[src/sv/rmq_pkg.sv]
// ----------------------------------------------------------------------------
// rmq_pkg
// Shared types, defaults and width helpers for the matrix to quaternion unit.
// ----------------------------------------------------------------------------
package rmq_pkg;

  localparam int FRAC_BITS_DEF  = 14;
  localparam int DATA_WIDTH_DEF = 16;

  typedef enum logic [1:0] {
    SEL_E4 = 2'd0,
    SEL_E1 = 2'd1,
    SEL_E2 = 2'd2,
    SEL_E3 = 2'd3
  } sel_t;

  typedef struct packed {
    logic valid;
    logic err;
    sel_t sel;
  } rmq_ctl_t;

  // trace sum width, signed
  function automatic int sum_w(input int dw, input int fb);
    return ((fb > dw) ? fb : dw) + 3;
  endfunction

  // root width
  function automatic int root_w(input int dw, input int fb);
    return (sum_w(dw, fb) - 1 + fb - 2 + 1) / 2;
  endfunction

  // radicand width, even
  function automatic int rad_w(input int dw, input int fb);
    return 2 * root_w(dw, fb);
  endfunction

  // off-diagonal numerator width, signed
  function automatic int num_w(input int dw);
    return dw + 1;
  endfunction

  // quotient magnitude width
  function automatic int quo_w(input int dw);
    return dw + 1;
  endfunction

endpackage

[src/sv/rmq_in_if.sv]
// ----------------------------------------------------------------------------
// rmq_in_if
// Matrix input channel: valid/ready with nine signed entries.
// ----------------------------------------------------------------------------
interface rmq_in_if #(
  parameter int DATA_WIDTH = 16
);
  logic                         valid;
  logic                         ready;
  logic signed [DATA_WIDTH-1:0] r00;
  logic signed [DATA_WIDTH-1:0] r01;
  logic signed [DATA_WIDTH-1:0] r02;
  logic signed [DATA_WIDTH-1:0] r10;
  logic signed [DATA_WIDTH-1:0] r11;
  logic signed [DATA_WIDTH-1:0] r12;
  logic signed [DATA_WIDTH-1:0] r20;
  logic signed [DATA_WIDTH-1:0] r21;
  logic signed [DATA_WIDTH-1:0] r22;

  modport source (
    output valid, r00, r01, r02, r10, r11, r12, r20, r21, r22,
    input  ready
  );

  modport sink (
    input  valid, r00, r01, r02, r10, r11, r12, r20, r21, r22,
    output ready
  );
endinterface

[src/sv/rmq_out_if.sv]
// ----------------------------------------------------------------------------
// rmq_out_if
// Quaternion result channel: valid/ready with four components and flags.
// ----------------------------------------------------------------------------
interface rmq_out_if #(
  parameter int DATA_WIDTH = 16
);
  logic                         valid;
  logic                         ready;
  logic signed [DATA_WIDTH-1:0] quat_w;
  logic signed [DATA_WIDTH-1:0] quat_x;
  logic signed [DATA_WIDTH-1:0] quat_y;
  logic signed [DATA_WIDTH-1:0] quat_z;
  logic        [1:0]            case_taken;
  logic                         not_rotation;

  modport source (
    output valid, quat_w, quat_x, quat_y, quat_z, case_taken, not_rotation,
    input  ready
  );

  modport sink (
    input  valid, quat_w, quat_x, quat_y, quat_z, case_taken, not_rotation,
    output ready
  );
endinterface

[src/sv/rmq_front.sv]
// ----------------------------------------------------------------------------
// rmq_front
// Trace sums, case selection and off-diagonal numerators; one register stage.
// ----------------------------------------------------------------------------
module rmq_front #(
  parameter int DATA_WIDTH = rmq_pkg::DATA_WIDTH_DEF,
  parameter int FRAC_BITS  = rmq_pkg::FRAC_BITS_DEF
) (
  input  logic                                                     clk,
  input  logic                                                     rst_n,
  input  logic                                                     en,
  rmq_in_if.sink                                                   in_ch,
  output logic [rmq_pkg::rad_w(DATA_WIDTH, FRAC_BITS)-1:0]         rad_r,
  output logic [2:0][rmq_pkg::num_w(DATA_WIDTH)-1:0]               num_r,
  output rmq_pkg::rmq_ctl_t                                        ctl_r
);
  import rmq_pkg::*;

  localparam int EW   = sum_w(DATA_WIDTH, FRAC_BITS);
  localparam int RADW = rad_w(DATA_WIDTH, FRAC_BITS);
  localparam int NMW  = num_w(DATA_WIDTH);
  localparam logic signed [EW-1:0] ONE =
    {{(EW-1-FRAC_BITS){1'b0}}, 1'b1, {FRAC_BITS{1'b0}}};

  logic signed [EW-1:0]  d00, d11, d22;
  logic signed [EW-1:0]  e1, e2, e3, e4, e_pick;
  logic signed [NMW-1:0] a21m12, a02m20, a10m01, s10p01, s20p02, s21p12;
  logic [RADW-1:0]       rad_nxt;
  logic [2:0][NMW-1:0]   num_nxt;
  rmq_ctl_t              ctl_nxt;

  assign in_ch.ready = en;

  always_comb begin
    d00 = EW'(in_ch.r00);
    d11 = EW'(in_ch.r11);
    d22 = EW'(in_ch.r22);
    e4  = ONE + d00 + d11 + d22;
    e1  = ONE + d00 - d11 - d22;
    e2  = ONE - d00 + d11 - d22;
    e3  = ONE - d00 - d11 + d22;

    a21m12 = NMW'(in_ch.r21) - NMW'(in_ch.r12);
    a02m20 = NMW'(in_ch.r02) - NMW'(in_ch.r20);
    a10m01 = NMW'(in_ch.r10) - NMW'(in_ch.r01);
    s10p01 = NMW'(in_ch.r10) + NMW'(in_ch.r01);
    s20p02 = NMW'(in_ch.r20) + NMW'(in_ch.r02);
    s21p12 = NMW'(in_ch.r21) + NMW'(in_ch.r12);

    ctl_nxt.valid = in_ch.valid;
    ctl_nxt.err   = 1'b0;
    ctl_nxt.sel   = SEL_E4;
    e_pick        = e4;
    if (e4 >= ONE) begin
      ctl_nxt.sel = SEL_E4;
    end else if (e1 >= ONE) begin
      ctl_nxt.sel = SEL_E1;
      e_pick      = e1;
    end else if (e2 >= ONE) begin
      ctl_nxt.sel = SEL_E2;
      e_pick      = e2;
    end else if (e3 >= ONE) begin
      ctl_nxt.sel = SEL_E3;
      e_pick      = e3;
    end else begin
      ctl_nxt.err = 1'b1;
      e_pick      = ONE;
    end

    unique case (ctl_nxt.sel)
      SEL_E4: num_nxt = {a10m01, a02m20, a21m12};
      SEL_E1: num_nxt = {s20p02, s10p01, a21m12};
      SEL_E2: num_nxt = {s21p12, s10p01, a02m20};
      SEL_E3: num_nxt = {s21p12, s20p02, a10m01};
      default: num_nxt = '0;
    endcase
    if (ctl_nxt.err) begin
      num_nxt = '0;
    end

    rad_nxt = RADW'({e_pick[EW-2:0], {(FRAC_BITS-2){1'b0}}});
  end

  always_ff @(posedge clk) begin
    if (!rst_n) begin
      ctl_r.valid <= 1'b0;
    end else if (en) begin
      ctl_r.valid <= ctl_nxt.valid;
    end
  end

  always_ff @(posedge clk) begin
    if (en) begin
      ctl_r.err <= ctl_nxt.err;
      ctl_r.sel <= ctl_nxt.sel;
      rad_r     <= rad_nxt;
      num_r     <= num_nxt;
    end
  end

endmodule

[src/sv/rmq_sqrt.sv]
// ----------------------------------------------------------------------------
// rmq_sqrt
// Pipelined restoring square root, one root bit per stage.
// ----------------------------------------------------------------------------
module rmq_sqrt #(
  parameter int DATA_WIDTH = rmq_pkg::DATA_WIDTH_DEF,
  parameter int FRAC_BITS  = rmq_pkg::FRAC_BITS_DEF
) (
  input  logic                                              clk,
  input  logic                                              rst_n,
  input  logic                                              en,
  input  logic [rmq_pkg::rad_w(DATA_WIDTH, FRAC_BITS)-1:0]  rad,
  input  logic [2:0][rmq_pkg::num_w(DATA_WIDTH)-1:0]        num,
  input  rmq_pkg::rmq_ctl_t                                 ctl,
  output logic [rmq_pkg::root_w(DATA_WIDTH, FRAC_BITS)-1:0] root,
  output logic [2:0][rmq_pkg::num_w(DATA_WIDTH)-1:0]        num_out,
  output rmq_pkg::rmq_ctl_t                                 ctl_out
);
  import rmq_pkg::*;

  localparam int CW   = root_w(DATA_WIDTH, FRAC_BITS);
  localparam int RADW = rad_w(DATA_WIDTH, FRAC_BITS);
  localparam int RMW  = CW + 2;
  localparam int NMW  = num_w(DATA_WIDTH);

  logic     [CW-1:0][RADW-1:0]       rad_r;
  logic     [CW-1:0][RMW-1:0]        rem_r;
  logic     [CW-1:0][CW-1:0]         root_r;
  logic     [CW-1:0][2:0][NMW-1:0]   num_r;
  rmq_ctl_t [CW-1:0]                 ctl_r;

  for (genvar gi = 0; gi < CW; gi++) begin : g_stage
    logic [RADW-1:0]     rad_p;
    logic [RMW-1:0]      rem_p;
    logic [CW-1:0]       root_p;
    logic [2:0][NMW-1:0] num_p;
    rmq_ctl_t            ctl_p;
    logic [RMW+1:0]      tmp, trial, diff;
    logic                ge;
    logic [RADW-1:0]     rad_nxt;
    logic [RMW-1:0]      rem_nxt;
    logic [CW-1:0]       root_nxt;

    if (gi == 0) begin : g_head
      assign rad_p  = rad;
      assign rem_p  = '0;
      assign root_p = '0;
      assign num_p  = num;
      assign ctl_p  = ctl;
    end else begin : g_body
      assign rad_p  = rad_r[gi-1];
      assign rem_p  = rem_r[gi-1];
      assign root_p = root_r[gi-1];
      assign num_p  = num_r[gi-1];
      assign ctl_p  = ctl_r[gi-1];
    end

    always_comb begin
      tmp      = {rem_p, rad_p[RADW-1 -: 2]};
      trial    = {2'b00, root_p, 2'b01};
      diff     = tmp - trial;
      ge       = (tmp >= trial);
      rem_nxt  = ge ? diff[RMW-1:0] : tmp[RMW-1:0];
      root_nxt = {root_p[CW-2:0], ge};
      rad_nxt  = {rad_p[RADW-3:0], 2'b00};
    end

    always_ff @(posedge clk) begin
      if (!rst_n) begin
        ctl_r[gi].valid <= 1'b0;
      end else if (en) begin
        ctl_r[gi].valid <= ctl_p.valid;
      end
    end

    always_ff @(posedge clk) begin
      if (en) begin
        ctl_r[gi].err <= ctl_p.err;
        ctl_r[gi].sel <= ctl_p.sel;
        rad_r[gi]     <= rad_nxt;
        rem_r[gi]     <= rem_nxt;
        root_r[gi]    <= root_nxt;
        num_r[gi]     <= num_p;
      end
    end
  end

  assign root    = root_r[CW-1];
  assign num_out = num_r[CW-1];
  assign ctl_out = ctl_r[CW-1];

  a_sqrt_rem_bound: assert property (@(posedge clk) disable iff (!rst_n)
    ctl_r[CW-1].valid |-> rem_r[CW-1] <= RMW'({root_r[CW-1], 1'b0}))
    else $error("square root remainder above twice the root");

endmodule

[src/sv/rmq_div.sv]
// ----------------------------------------------------------------------------
// rmq_div
// Three-lane pipelined restoring divider, one quotient bit per stage, with
// round-to-nearest bias folded into the dividend.
// ----------------------------------------------------------------------------
module rmq_div #(
  parameter int DATA_WIDTH = rmq_pkg::DATA_WIDTH_DEF,
  parameter int FRAC_BITS  = rmq_pkg::FRAC_BITS_DEF
) (
  input  logic                                              clk,
  input  logic                                              rst_n,
  input  logic                                              en,
  input  logic [rmq_pkg::root_w(DATA_WIDTH, FRAC_BITS)-1:0] root,
  input  logic [2:0][rmq_pkg::num_w(DATA_WIDTH)-1:0]        num,
  input  rmq_pkg::rmq_ctl_t                                 ctl,
  output logic [rmq_pkg::root_w(DATA_WIDTH, FRAC_BITS)-1:0] root_out,
  output logic [2:0][rmq_pkg::quo_w(DATA_WIDTH)-1:0]        quo,
  output logic [2:0]                                        neg,
  output rmq_pkg::rmq_ctl_t                                 ctl_out
);
  import rmq_pkg::*;

  localparam int CW  = root_w(DATA_WIDTH, FRAC_BITS);
  localparam int NMW = num_w(DATA_WIDTH);
  localparam int QW  = quo_w(DATA_WIDTH);
  localparam int DVW = CW + 2;
  localparam int NW  = DATA_WIDTH + FRAC_BITS + 2;

  logic     [QW-1:0][CW-1:0]          root_r;
  logic     [QW-1:0][2:0][DVW:0]      rem_r;
  logic     [QW-1:0][2:0][QW-1:0]     nlo_r;
  logic     [QW-1:0][2:0][QW-1:0]     quo_r;
  logic     [QW-1:0][2:0]             neg_r;
  rmq_ctl_t [QW-1:0]                  ctl_r;

  logic [2:0][DVW:0]  rem_in;
  logic [2:0][QW-1:0] nlo_in;
  logic [2:0]         neg_in;

  for (genvar gl = 0; gl < 3; gl++) begin : g_load
    logic [NMW-1:0] mag;
    logic [NW-1:0]  dividend, dshift;

    always_comb begin
      neg_in[gl]  = num[gl][NMW-1];
      mag         = neg_in[gl] ? NMW'(-num[gl]) : num[gl];
      dividend    = (NW'(mag) << FRAC_BITS) + NW'({root, 1'b0});
      dshift      = dividend >> QW;
      rem_in[gl]  = dshift[DVW:0];
      nlo_in[gl]  = dividend[QW-1:0];
    end
  end

  for (genvar gk = 0; gk < QW; gk++) begin : g_stage
    logic [CW-1:0]          root_p;
    logic [2:0][DVW:0]      rem_p;
    logic [2:0][QW-1:0]     nlo_p;
    logic [2:0][QW-1:0]     quo_p;
    logic [2:0]             neg_p;
    rmq_ctl_t               ctl_p;
    logic [DVW:0]           dvs;
    logic [2:0][DVW:0]      rem_nxt;
    logic [2:0][QW-1:0]     nlo_nxt;
    logic [2:0][QW-1:0]     quo_nxt;

    if (gk == 0) begin : g_head
      assign root_p = root;
      assign rem_p  = rem_in;
      assign nlo_p  = nlo_in;
      assign quo_p  = '0;
      assign neg_p  = neg_in;
      assign ctl_p  = ctl;
    end else begin : g_body
      assign root_p = root_r[gk-1];
      assign rem_p  = rem_r[gk-1];
      assign nlo_p  = nlo_r[gk-1];
      assign quo_p  = quo_r[gk-1];
      assign neg_p  = neg_r[gk-1];
      assign ctl_p  = ctl_r[gk-1];
    end

    assign dvs = {1'b0, root_p, 2'b00};

    for (genvar gl = 0; gl < 3; gl++) begin : g_lane
      logic [DVW:0] t;
      logic         ge;

      always_comb begin
        t              = {rem_p[gl][DVW-1:0], nlo_p[gl][QW-1]};
        ge             = (t >= dvs);
        rem_nxt[gl]    = ge ? (t - dvs) : t;
        quo_nxt[gl]    = {quo_p[gl][QW-2:0], ge};
        nlo_nxt[gl]    = {nlo_p[gl][QW-2:0], 1'b0};
      end
    end

    always_ff @(posedge clk) begin
      if (!rst_n) begin
        ctl_r[gk].valid <= 1'b0;
      end else if (en) begin
        ctl_r[gk].valid <= ctl_p.valid;
      end
    end

    always_ff @(posedge clk) begin
      if (en) begin
        ctl_r[gk].err <= ctl_p.err;
        ctl_r[gk].sel <= ctl_p.sel;
        root_r[gk]    <= root_p;
        rem_r[gk]     <= rem_nxt;
        nlo_r[gk]     <= nlo_nxt;
        quo_r[gk]     <= quo_nxt;
        neg_r[gk]     <= neg_p;
      end
    end
  end

  assign root_out = root_r[QW-1];
  assign quo      = quo_r[QW-1];
  assign neg      = neg_r[QW-1];
  assign ctl_out  = ctl_r[QW-1];

  a_div_rem_bound: assert property (@(posedge clk) disable iff (!rst_n)
    ctl_r[QW-1].valid |->
      (rem_r[QW-1][0] < {1'b0, root_r[QW-1], 2'b00}) &&
      (rem_r[QW-1][1] < {1'b0, root_r[QW-1], 2'b00}) &&
      (rem_r[QW-1][2] < {1'b0, root_r[QW-1], 2'b00}))
    else $error("divider remainder not below divisor");

endmodule

[src/sv/rotation_matrix_to_quaternion_unit.sv]
// Stages: front register, a square-root stage for each root bit (root_w), a
//   divider stage for each quotient bit (DATA_WIDTH + 1), output register;
//   15 root bits and 17 quotient bits at DATA_WIDTH 16, FRAC_BITS 14.
// Throughput: one matrix per cycle; a stalled output holds every stage in place.
// Reset clears the stage valid bits only; data registers are not reset.
// ----------------------------------------------------------------------------
// rotation_matrix_to_quaternion_unit
// Rotation matrix to unit quaternion by the first trace sum (e4, e1, e2, e3) to reach one.
// ----------------------------------------------------------------------------
module rotation_matrix_to_quaternion_unit #(
  parameter int DATA_WIDTH = rmq_pkg::DATA_WIDTH_DEF,
  parameter int FRAC_BITS  = rmq_pkg::FRAC_BITS_DEF
) (
  input  logic      clk,
  input  logic      rst_n,
  rmq_in_if.sink    in_ch,
  rmq_out_if.source out_ch
);
  import rmq_pkg::*;

  localparam int CW   = root_w(DATA_WIDTH, FRAC_BITS);
  localparam int RADW = rad_w(DATA_WIDTH, FRAC_BITS);
  localparam int NMW  = num_w(DATA_WIDTH);
  localparam int QW   = quo_w(DATA_WIDTH);
  localparam int SW   = DATA_WIDTH + 2;
  localparam logic signed [SW-1:0] SAT_HI = {3'b000, {(DATA_WIDTH-1){1'b1}}};
  localparam logic signed [SW-1:0] SAT_LO = {3'b111, {(DATA_WIDTH-1){1'b0}}};
  localparam logic [DATA_WIDTH-1:0] HI_U  = {1'b0, {(DATA_WIDTH-1){1'b1}}};

  logic                 en;
  logic [RADW-1:0]      f_rad;
  logic [2:0][NMW-1:0]  f_num, s_num;
  rmq_ctl_t             f_ctl, s_ctl, d_ctl;
  logic [CW-1:0]        s_root, d_root;
  logic [2:0][QW-1:0]   d_quo;
  logic [2:0]           d_neg;

  logic                                out_valid_r;
  logic signed [DATA_WIDTH-1:0]        qw_r, qx_r, qy_r, qz_r;
  logic signed [DATA_WIDTH-1:0]        qw_nxt, qx_nxt, qy_nxt, qz_nxt;
  logic [1:0]                          case_r, case_nxt;
  logic                                err_r, err_nxt;
  logic [2:0][DATA_WIDTH-1:0]          lane_sat;
  logic [DATA_WIDTH-1:0]               half_sat;

  assign en = !out_valid_r || out_ch.ready;

  rmq_front #(.DATA_WIDTH(DATA_WIDTH), .FRAC_BITS(FRAC_BITS)) u_front (
    .clk   (clk),
    .rst_n (rst_n),
    .en    (en),
    .in_ch (in_ch),
    .rad_r (f_rad),
    .num_r (f_num),
    .ctl_r (f_ctl)
  );

  rmq_sqrt #(.DATA_WIDTH(DATA_WIDTH), .FRAC_BITS(FRAC_BITS)) u_sqrt (
    .clk     (clk),
    .rst_n   (rst_n),
    .en      (en),
    .rad     (f_rad),
    .num     (f_num),
    .ctl     (f_ctl),
    .root    (s_root),
    .num_out (s_num),
    .ctl_out (s_ctl)
  );

  rmq_div #(.DATA_WIDTH(DATA_WIDTH), .FRAC_BITS(FRAC_BITS)) u_div (
    .clk      (clk),
    .rst_n    (rst_n),
    .en       (en),
    .root     (s_root),
    .num      (s_num),
    .ctl      (s_ctl),
    .root_out (d_root),
    .quo      (d_quo),
    .neg      (d_neg),
    .ctl_out  (d_ctl)
  );

  for (genvar gl = 0; gl < 3; gl++) begin : g_sat
    logic signed [SW-1:0] sval;

    always_comb begin
      sval = d_neg[gl] ? -$signed(SW'(d_quo[gl])) : $signed(SW'(d_quo[gl]));
      if (sval > SAT_HI) begin
        lane_sat[gl] = SAT_HI[DATA_WIDTH-1:0];
      end else if (sval < SAT_LO) begin
        lane_sat[gl] = SAT_LO[DATA_WIDTH-1:0];
      end else begin
        lane_sat[gl] = sval[DATA_WIDTH-1:0];
      end
    end
  end

  always_comb begin
    if ((CW + DATA_WIDTH)'(d_root) > (CW + DATA_WIDTH)'(HI_U)) begin
      half_sat = HI_U;
    end else begin
      half_sat = DATA_WIDTH'(d_root);
    end

    unique case (d_ctl.sel)
      SEL_E4: begin
        qw_nxt = half_sat;    qx_nxt = lane_sat[0];
        qy_nxt = lane_sat[1]; qz_nxt = lane_sat[2];
      end
      SEL_E1: begin
        qw_nxt = lane_sat[0]; qx_nxt = half_sat;
        qy_nxt = lane_sat[1]; qz_nxt = lane_sat[2];
      end
      SEL_E2: begin
        qw_nxt = lane_sat[0]; qx_nxt = lane_sat[1];
        qy_nxt = half_sat;    qz_nxt = lane_sat[2];
      end
      SEL_E3: begin
        qw_nxt = lane_sat[0]; qx_nxt = lane_sat[1];
        qy_nxt = lane_sat[2]; qz_nxt = half_sat;
      end
      default: begin
        qw_nxt = '0; qx_nxt = '0; qy_nxt = '0; qz_nxt = '0;
      end
    endcase
    case_nxt = d_ctl.sel;
    err_nxt  = d_ctl.err;

    if (d_ctl.err) begin
      qw_nxt   = '0;
      qx_nxt   = '0;
      qy_nxt   = '0;
      qz_nxt   = '0;
      case_nxt = SEL_E4;
    end
  end

  always_ff @(posedge clk) begin
    if (!rst_n) begin
      out_valid_r <= 1'b0;
    end else if (en) begin
      out_valid_r <= d_ctl.valid;
    end
  end

  always_ff @(posedge clk) begin
    if (en) begin
      qw_r   <= qw_nxt;
      qx_r   <= qx_nxt;
      qy_r   <= qy_nxt;
      qz_r   <= qz_nxt;
      case_r <= case_nxt;
      err_r  <= err_nxt;
    end
  end

  assign out_ch.valid        = out_valid_r;
  assign out_ch.quat_w       = qw_r;
  assign out_ch.quat_x       = qx_r;
  assign out_ch.quat_y       = qy_r;
  assign out_ch.quat_z       = qz_r;
  assign out_ch.case_taken   = case_r;
  assign out_ch.not_rotation = err_r;

  a_err_zero: assert property (@(posedge clk) disable iff (!rst_n)
    out_valid_r && err_r |->
      qw_r == '0 && qx_r == '0 && qy_r == '0 && qz_r == '0 && case_r == SEL_E4)
    else $error("error result carries non-zero data");

  a_stall_hold: assert property (@(posedge clk) disable iff (!rst_n)
    out_valid_r && !out_ch.ready |=> out_valid_r && !in_ch.ready || out_ch.ready)
    else $error("pending result dropped under stall");

endmodule

[src/flat_wrapper.sv]
// flat-port wrapper written by rule: the top's interface ports become plain ports
module rotation_matrix_to_quaternion_unit_flat import rmq_pkg::*;
#(
  parameter int DATA_WIDTH = rmq_pkg::DATA_WIDTH_DEF,
  parameter int FRAC_BITS  = rmq_pkg::FRAC_BITS_DEF
)
  (clk, rst_n, in_ch_valid, in_ch_r00, in_ch_r01, in_ch_r02, in_ch_r10, in_ch_r11, in_ch_r12, in_ch_r20, in_ch_r21, in_ch_r22, in_ch_ready, out_ch_valid, out_ch_quat_w, out_ch_quat_x, out_ch_quat_y, out_ch_quat_z, out_ch_case_taken, out_ch_not_rotation, out_ch_ready);
  rmq_in_if #(.DATA_WIDTH(DATA_WIDTH)) in_ch_i ();
  rmq_out_if #(.DATA_WIDTH(DATA_WIDTH)) out_ch_i ();
  input  logic clk;
  input  logic rst_n;
  input wire logic [$bits(in_ch_i.valid)-1:0] in_ch_valid;
  input wire logic [$bits(in_ch_i.r00)-1:0] in_ch_r00;
  input wire logic [$bits(in_ch_i.r01)-1:0] in_ch_r01;
  input wire logic [$bits(in_ch_i.r02)-1:0] in_ch_r02;
  input wire logic [$bits(in_ch_i.r10)-1:0] in_ch_r10;
  input wire logic [$bits(in_ch_i.r11)-1:0] in_ch_r11;
  input wire logic [$bits(in_ch_i.r12)-1:0] in_ch_r12;
  input wire logic [$bits(in_ch_i.r20)-1:0] in_ch_r20;
  input wire logic [$bits(in_ch_i.r21)-1:0] in_ch_r21;
  input wire logic [$bits(in_ch_i.r22)-1:0] in_ch_r22;
  output wire logic [$bits(in_ch_i.ready)-1:0] in_ch_ready;
  output wire logic [$bits(out_ch_i.valid)-1:0] out_ch_valid;
  output wire logic [$bits(out_ch_i.quat_w)-1:0] out_ch_quat_w;
  output wire logic [$bits(out_ch_i.quat_x)-1:0] out_ch_quat_x;
  output wire logic [$bits(out_ch_i.quat_y)-1:0] out_ch_quat_y;
  output wire logic [$bits(out_ch_i.quat_z)-1:0] out_ch_quat_z;
  output wire logic [$bits(out_ch_i.case_taken)-1:0] out_ch_case_taken;
  output wire logic [$bits(out_ch_i.not_rotation)-1:0] out_ch_not_rotation;
  input wire logic [$bits(out_ch_i.ready)-1:0] out_ch_ready;
  assign in_ch_i.valid = in_ch_valid;
  assign in_ch_i.r00 = in_ch_r00;
  assign in_ch_i.r01 = in_ch_r01;
  assign in_ch_i.r02 = in_ch_r02;
  assign in_ch_i.r10 = in_ch_r10;
  assign in_ch_i.r11 = in_ch_r11;
  assign in_ch_i.r12 = in_ch_r12;
  assign in_ch_i.r20 = in_ch_r20;
  assign in_ch_i.r21 = in_ch_r21;
  assign in_ch_i.r22 = in_ch_r22;
  assign in_ch_ready = in_ch_i.ready;
  assign out_ch_valid = out_ch_i.valid;
  assign out_ch_quat_w = out_ch_i.quat_w;
  assign out_ch_quat_x = out_ch_i.quat_x;
  assign out_ch_quat_y = out_ch_i.quat_y;
  assign out_ch_quat_z = out_ch_i.quat_z;
  assign out_ch_case_taken = out_ch_i.case_taken;
  assign out_ch_not_rotation = out_ch_i.not_rotation;
  assign out_ch_i.ready = out_ch_ready;
  rotation_matrix_to_quaternion_unit #(.DATA_WIDTH(DATA_WIDTH), .FRAC_BITS(FRAC_BITS)) u_core (.clk(clk), .rst_n(rst_n), .in_ch(in_ch_i), .out_ch(out_ch_i));
endmodule
[config.mk]
export PLATFORM = sky130hd
export DESIGN_NAME = rotation_matrix_to_quaternion_unit_flat
export DESIGN_NICKNAME = d
export VERILOG_FILES = /design/src/sv/rmq_pkg.sv /design/src/sv/rmq_in_if.sv /design/src/sv/rmq_out_if.sv /design/src/sv/rmq_front.sv /design/src/sv/rmq_sqrt.sv /design/src/sv/rmq_div.sv /design/src/sv/rotation_matrix_to_quaternion_unit.sv /design/src/flat_wrapper.sv
export SDC_FILE = /design/constraint.sdc
export NUM_CORES = 2
export LEC_CHECK = 0
export ABC_CLOCK_PERIOD_IN_PS = 254200
export BUFFER_PORTS_ARGS = -buffer_cell sky130_fd_sc_hd__buf_2
export CORE_ASPECT_RATIO = 0.6
export CORE_MARGIN = 2
export CORE_UTILIZATION = 45
export DETAILED_ROUTE_END_ITERATION = 12
export PLACE_DENSITY = 0.59
export SLEW_MARGIN = 10
export SYNTH_ARGS = -nofsm -noshare
export SYNTH_HDL_FRONTEND = slang
export SYNTH_SLANG_ARGS = --single-unit
[constraint.sdc]
create_clock -name clk -period 254.2 [get_ports clk]
set_clock_uncertainty 0.2 [all_clocks]
set_input_delay 12.71 -clock clk [delete_from_list [all_inputs] [get_ports clk]]
set_output_delay 12.71 -clock clk [all_outputs]
set_load 0.005 [all_outputs]
==> results.sh <==
export IMPL_routed_wl_um=409000
export IMPL_syn_area_sq_mm=0.151
export IMPL_synth_common_cells="edfxtp_1, inv_1, a21oi_1, nor2_1, ha_1"
export IMPL_hold_viol=0
export IMPL_yosysTopAreaCellShare_pct=58.2
export IMPL_post_cts_buffers=0
export IMPL_yosysSeqAreaShare_pct=58.7
export IMPL_core_area_sq_mm=0.333
export IMPL_synth_area_leaders="edfxtp_1, ha_1, a21oi_1, inv_1, xnor2_1"
export IMPL_power_density_mw_per_mm2=12.9
export IMPL_die_h_um=452
export IMPL_grt_usage_pct=23.5
export IMPL_leakagePower_nw=69.7
export IMPL_drt_iter0_drc=11500
export IMPL_setup_tns_ps=0
export IMPL_io_buffers=216
export IMPL_crit_type="input port to output port"
export IMPL_ir_worst_vdd_v=0.00000572
export IMPL_drt_pass1_iterations=7
export IMPL_crit_path_max_fanout=116
export IMPL_cts_sinks=2956
export IMPL_synthFlopType="edfxtp_1"
export IMPL_clkPwrFrac_pct=20.6
export IMPL_pwr_share_comb_pct=34.9
export IMPL_finalCritPeriodShare_pct=10.6
export IMPL_synth_edf_count=2922
export IMPL_pwr_share_seq_pct=44.6
export IMPL_synth_warnings=0
export IMPL_gp_congestion=0.951
export IMPL_drt_met1_wl_um=219000
export IMPL_cp_end_kind="output port"
export IMPL_area_delta_synth_final_pct=10.9
export IMPL_max_cap_violations=0
export IMPL_ys_types=98
export IMPL_ys_seq_elements=2956
export IMPL_cts_buffers_inserted=296
export IMPL_worst_ep_arrival_time_ps=14050
export IMPL_hpwl_um=313000
export IMPL_async_reset_ff_share_pct=0
export IMPL_wl_met3_um=39400
export IMPL_synth_cells=12400
export IMPL_rsz0062_at_grt="false"
export IMPL_grt_pass1_vias=91700
export IMPL_via_per_inst=5.65
export IMPL_cp_required_ps=241290
export IMPL_cp_start_kind="input port"
export IMPL_drive_above_1_share_pct=8.06
export IMPL_finalMaxSlewViolations=0
export IMPL_nets=14100
export IMPL_cts_tree="done"
export IMPL_power_switching_w=0.000793
export IMPL_hold_class="register to register"
export IMPL_finalPower_w=0.00215
export IMPL_numPlacedInstances=17000
export IMPL_layout_min_cycle_time_ps=26960
export IMPL_slew_headroom_pct=16.4
export IMPL_cpLargestDelayFamily="buffers and inverters"
export IMPL_io_pins=217
export IMPL_critPathSlowestCell="inv_8"
export IMPL_synth_top_area_cell="edfxtp_1"
export IMPL_overflow=0
export IMPL_rows=164
export IMPL_floorplan_die_area_sq_mm=0.340
export IMPL_clockBufferDepth=4
export IMPL_post_cts_resized=0
export IMPL_grt_pass1_wl_um=601000
export IMPL_switching_share_pct=36.9
export IMPL_synth_most_common_cell="edfxtp_1"
export IMPL_vias=99000
export IMPL_cts_root_buf="clkbuf_16"
export IMPL_routedWlPerCell_um=23.3
export IMPL_critical_path_buf_inv_count=4
export IMPL_worstMarginPinSlew_ps=1250
export IMPL_antenna_found_initial=46
export IMPL_crit_path_frequent_cell="buf_2"
export IMPL_clk_latency_ps=900
export IMPL_fin_area_sq_mm=0.167
export IMPL_antenna_left=0
export IMPL_cell_internal_pwr_w=0.00136
export IMPL_synth_avg_cell_area_sq_um=12.1
export IMPL_initial_core_util_pct=45.3
export IMPL_path_cells="buf_2 > nor2b_2 > buf_4 > inv_8 > buf_2"
export IMPL_grt_max_degree=195
export IMPL_slowest_delay_ps=610
export IMPL_report_final_setup_viol=0
export IMPL_placed_cell_area_sq_mm=0.157
export IMPL_chipWidth_um=751
export IMPL_clk_pin_slew_worst_paths_ps=60
export IMPL_drc=0
export IMPL_max_freq_ghz=0.0371
export IMPL_highest_layer="met5"
export IMPL_wl_met2_um=143000
export IMPL_finalNonFillerCells=17500
export IMPL_hold_buffers=0
export IMPL_htree_levels=5
export IMPL_status="completed"
[placed cells by master (no fill, tap or decap), types with 49 or more instances in the layout]
| master | count |
|---|---|
| edfxtp_1 | 2922 |
| inv_1 | 1188 |
| a21oi_1 | 1119 |
| nor2_1 | 1086 |
| ha_1 | 1047 |
| nand2_1 | 596 |
| o21ai_0 | 517 |
| xnor2_1 | 507 |
| clkbuf_16 | 305 |
| xor2_1 | 302 |
| a21o_1 | 264 |
| buf_2 | 216 |
| nand3_1 | 203 |
| nand2b_1 | 203 |
| nor3_1 | 190 |
| nor2b_1 | 140 |
| nand4_1 | 140 |
| a21boi_0 | 140 |
| mux2_2 | 134 |
| fa_1 | 131 |
| o21bai_1 | 124 |
| a211oi_1 | 116 |
| or3_1 | 97 |
| o21a_1 | 91 |
| buf_4 | 90 |
| a221oi_1 | 82 |
| nor4_1 | 68 |
| o31ai_1 | 61 |
| a31o_2 | 56 |
| clkinv_1 | 51 |
| or2_2 | 49 |
[cell families (layout without fill, tap and decap cells)]
| logic type | Yosys count | count (layout) | share of synthesized area, % |
|---|---|---|---|
| mux | 150 | 150 | 1.11 |
| flops | 2956 | 2956 | 58.7 |
| xor+xnor | 809 | 809 | 4.70 |
| other cells | 1 | 9 | 0.00249 |
| compound gates | 2935 | 2935 | 12.2 |
| fa+ha+maj | 1183 | 1183 | 10.5 |
| simple gates | 2964 | 2964 | 9.34 |
| buf+inv | 1428 | 2029 | 3.57 |
[state kept, by name (all words and copies together), names as in the netlist, 18 cells and up]
signal                         count
u_core.u_div.ctl_r                64
u_core.u_div.g_stage.g_lane.t    747
u_core.u_div.g_stage.neg_p        48
u_core.u_div.g_stage.quo_nxt     408
u_core.u_div.g_stage.root_p      240
u_core.u_div.quo                  51
u_core.u_front.num_r              51
u_core.u_front.rad_r              18
u_core.u_sqrt.ctl_r               56
u_core.u_sqrt.g_stage.num_p      714
u_core.u_sqrt.g_stage.rad_p       72
u_core.u_sqrt.g_stage.rem_p      215
u_core.u_sqrt.g_stage.root_p     105
u_core.u_sqrt.num_out             51
[layout make-up]
class                   count  area, sq um
flip-flops and latches   2956        88400
repair buffers            311         1840
clock buffers             347         7800
inverters                1190         4470
fillers                 28600       166000
clock inverters           181         1880
diodes                      5         12.5
multi-input cells        8045        57100
well taps                4482         5610
[metal layers]
metal | GRT usage (%) | vias up
met5 | 0 | -
met4 | 4.17 | 2
met3 | 4.93 | 453
met2 | 28.4 | 3889
met1 | 41.6 | 48400
li1 | - | 46300
[through the flow]
step                      setup slack [ps]  util [%]  hold slack (ps)
after floorplan                     149540         -              200
after global placement              227230      47.3              200
after detailed placement            227230      47.3              205
after CTS                           227230      50.2              161
after global routing                227150      50.2              153
final                               227240      50.2              167
[worst paths after layout]
path,startpoint,slack [ps],cells past startpoint,to
min,u_core.u_div.g_stage[7].quo_nxt[2],170,0,u_core.u_div.g_stage[8].quo_nxt[3]
max reg2reg,u_core.out_ch.valid,247260,9,u_core.u_div.ctl_r[5]
max,out_ch_ready,227240,5,in_ch_ready
min reg2reg,u_core.u_div.g_stage[7].quo_nxt[2],170,0,u_core.u_div.g_stage[8].quo_nxt[3]
[power groups by stage]
stage / sequential (W) / combinational [W] / clock, W
CTS: 0.000955 / 0.000734 / 0.000455
global placement: 0.000960 / 0.000717 / 0
finish: 0.000958 / 0.000750 / 0.000442
detailed placement: 0.000962 / 0.000726 / 0
floorplan: 0.000876 / 0.000513 / 0
global route: 0.000977 / 0.000821 / 0.000474
Power figures use the tool's default switching activity.
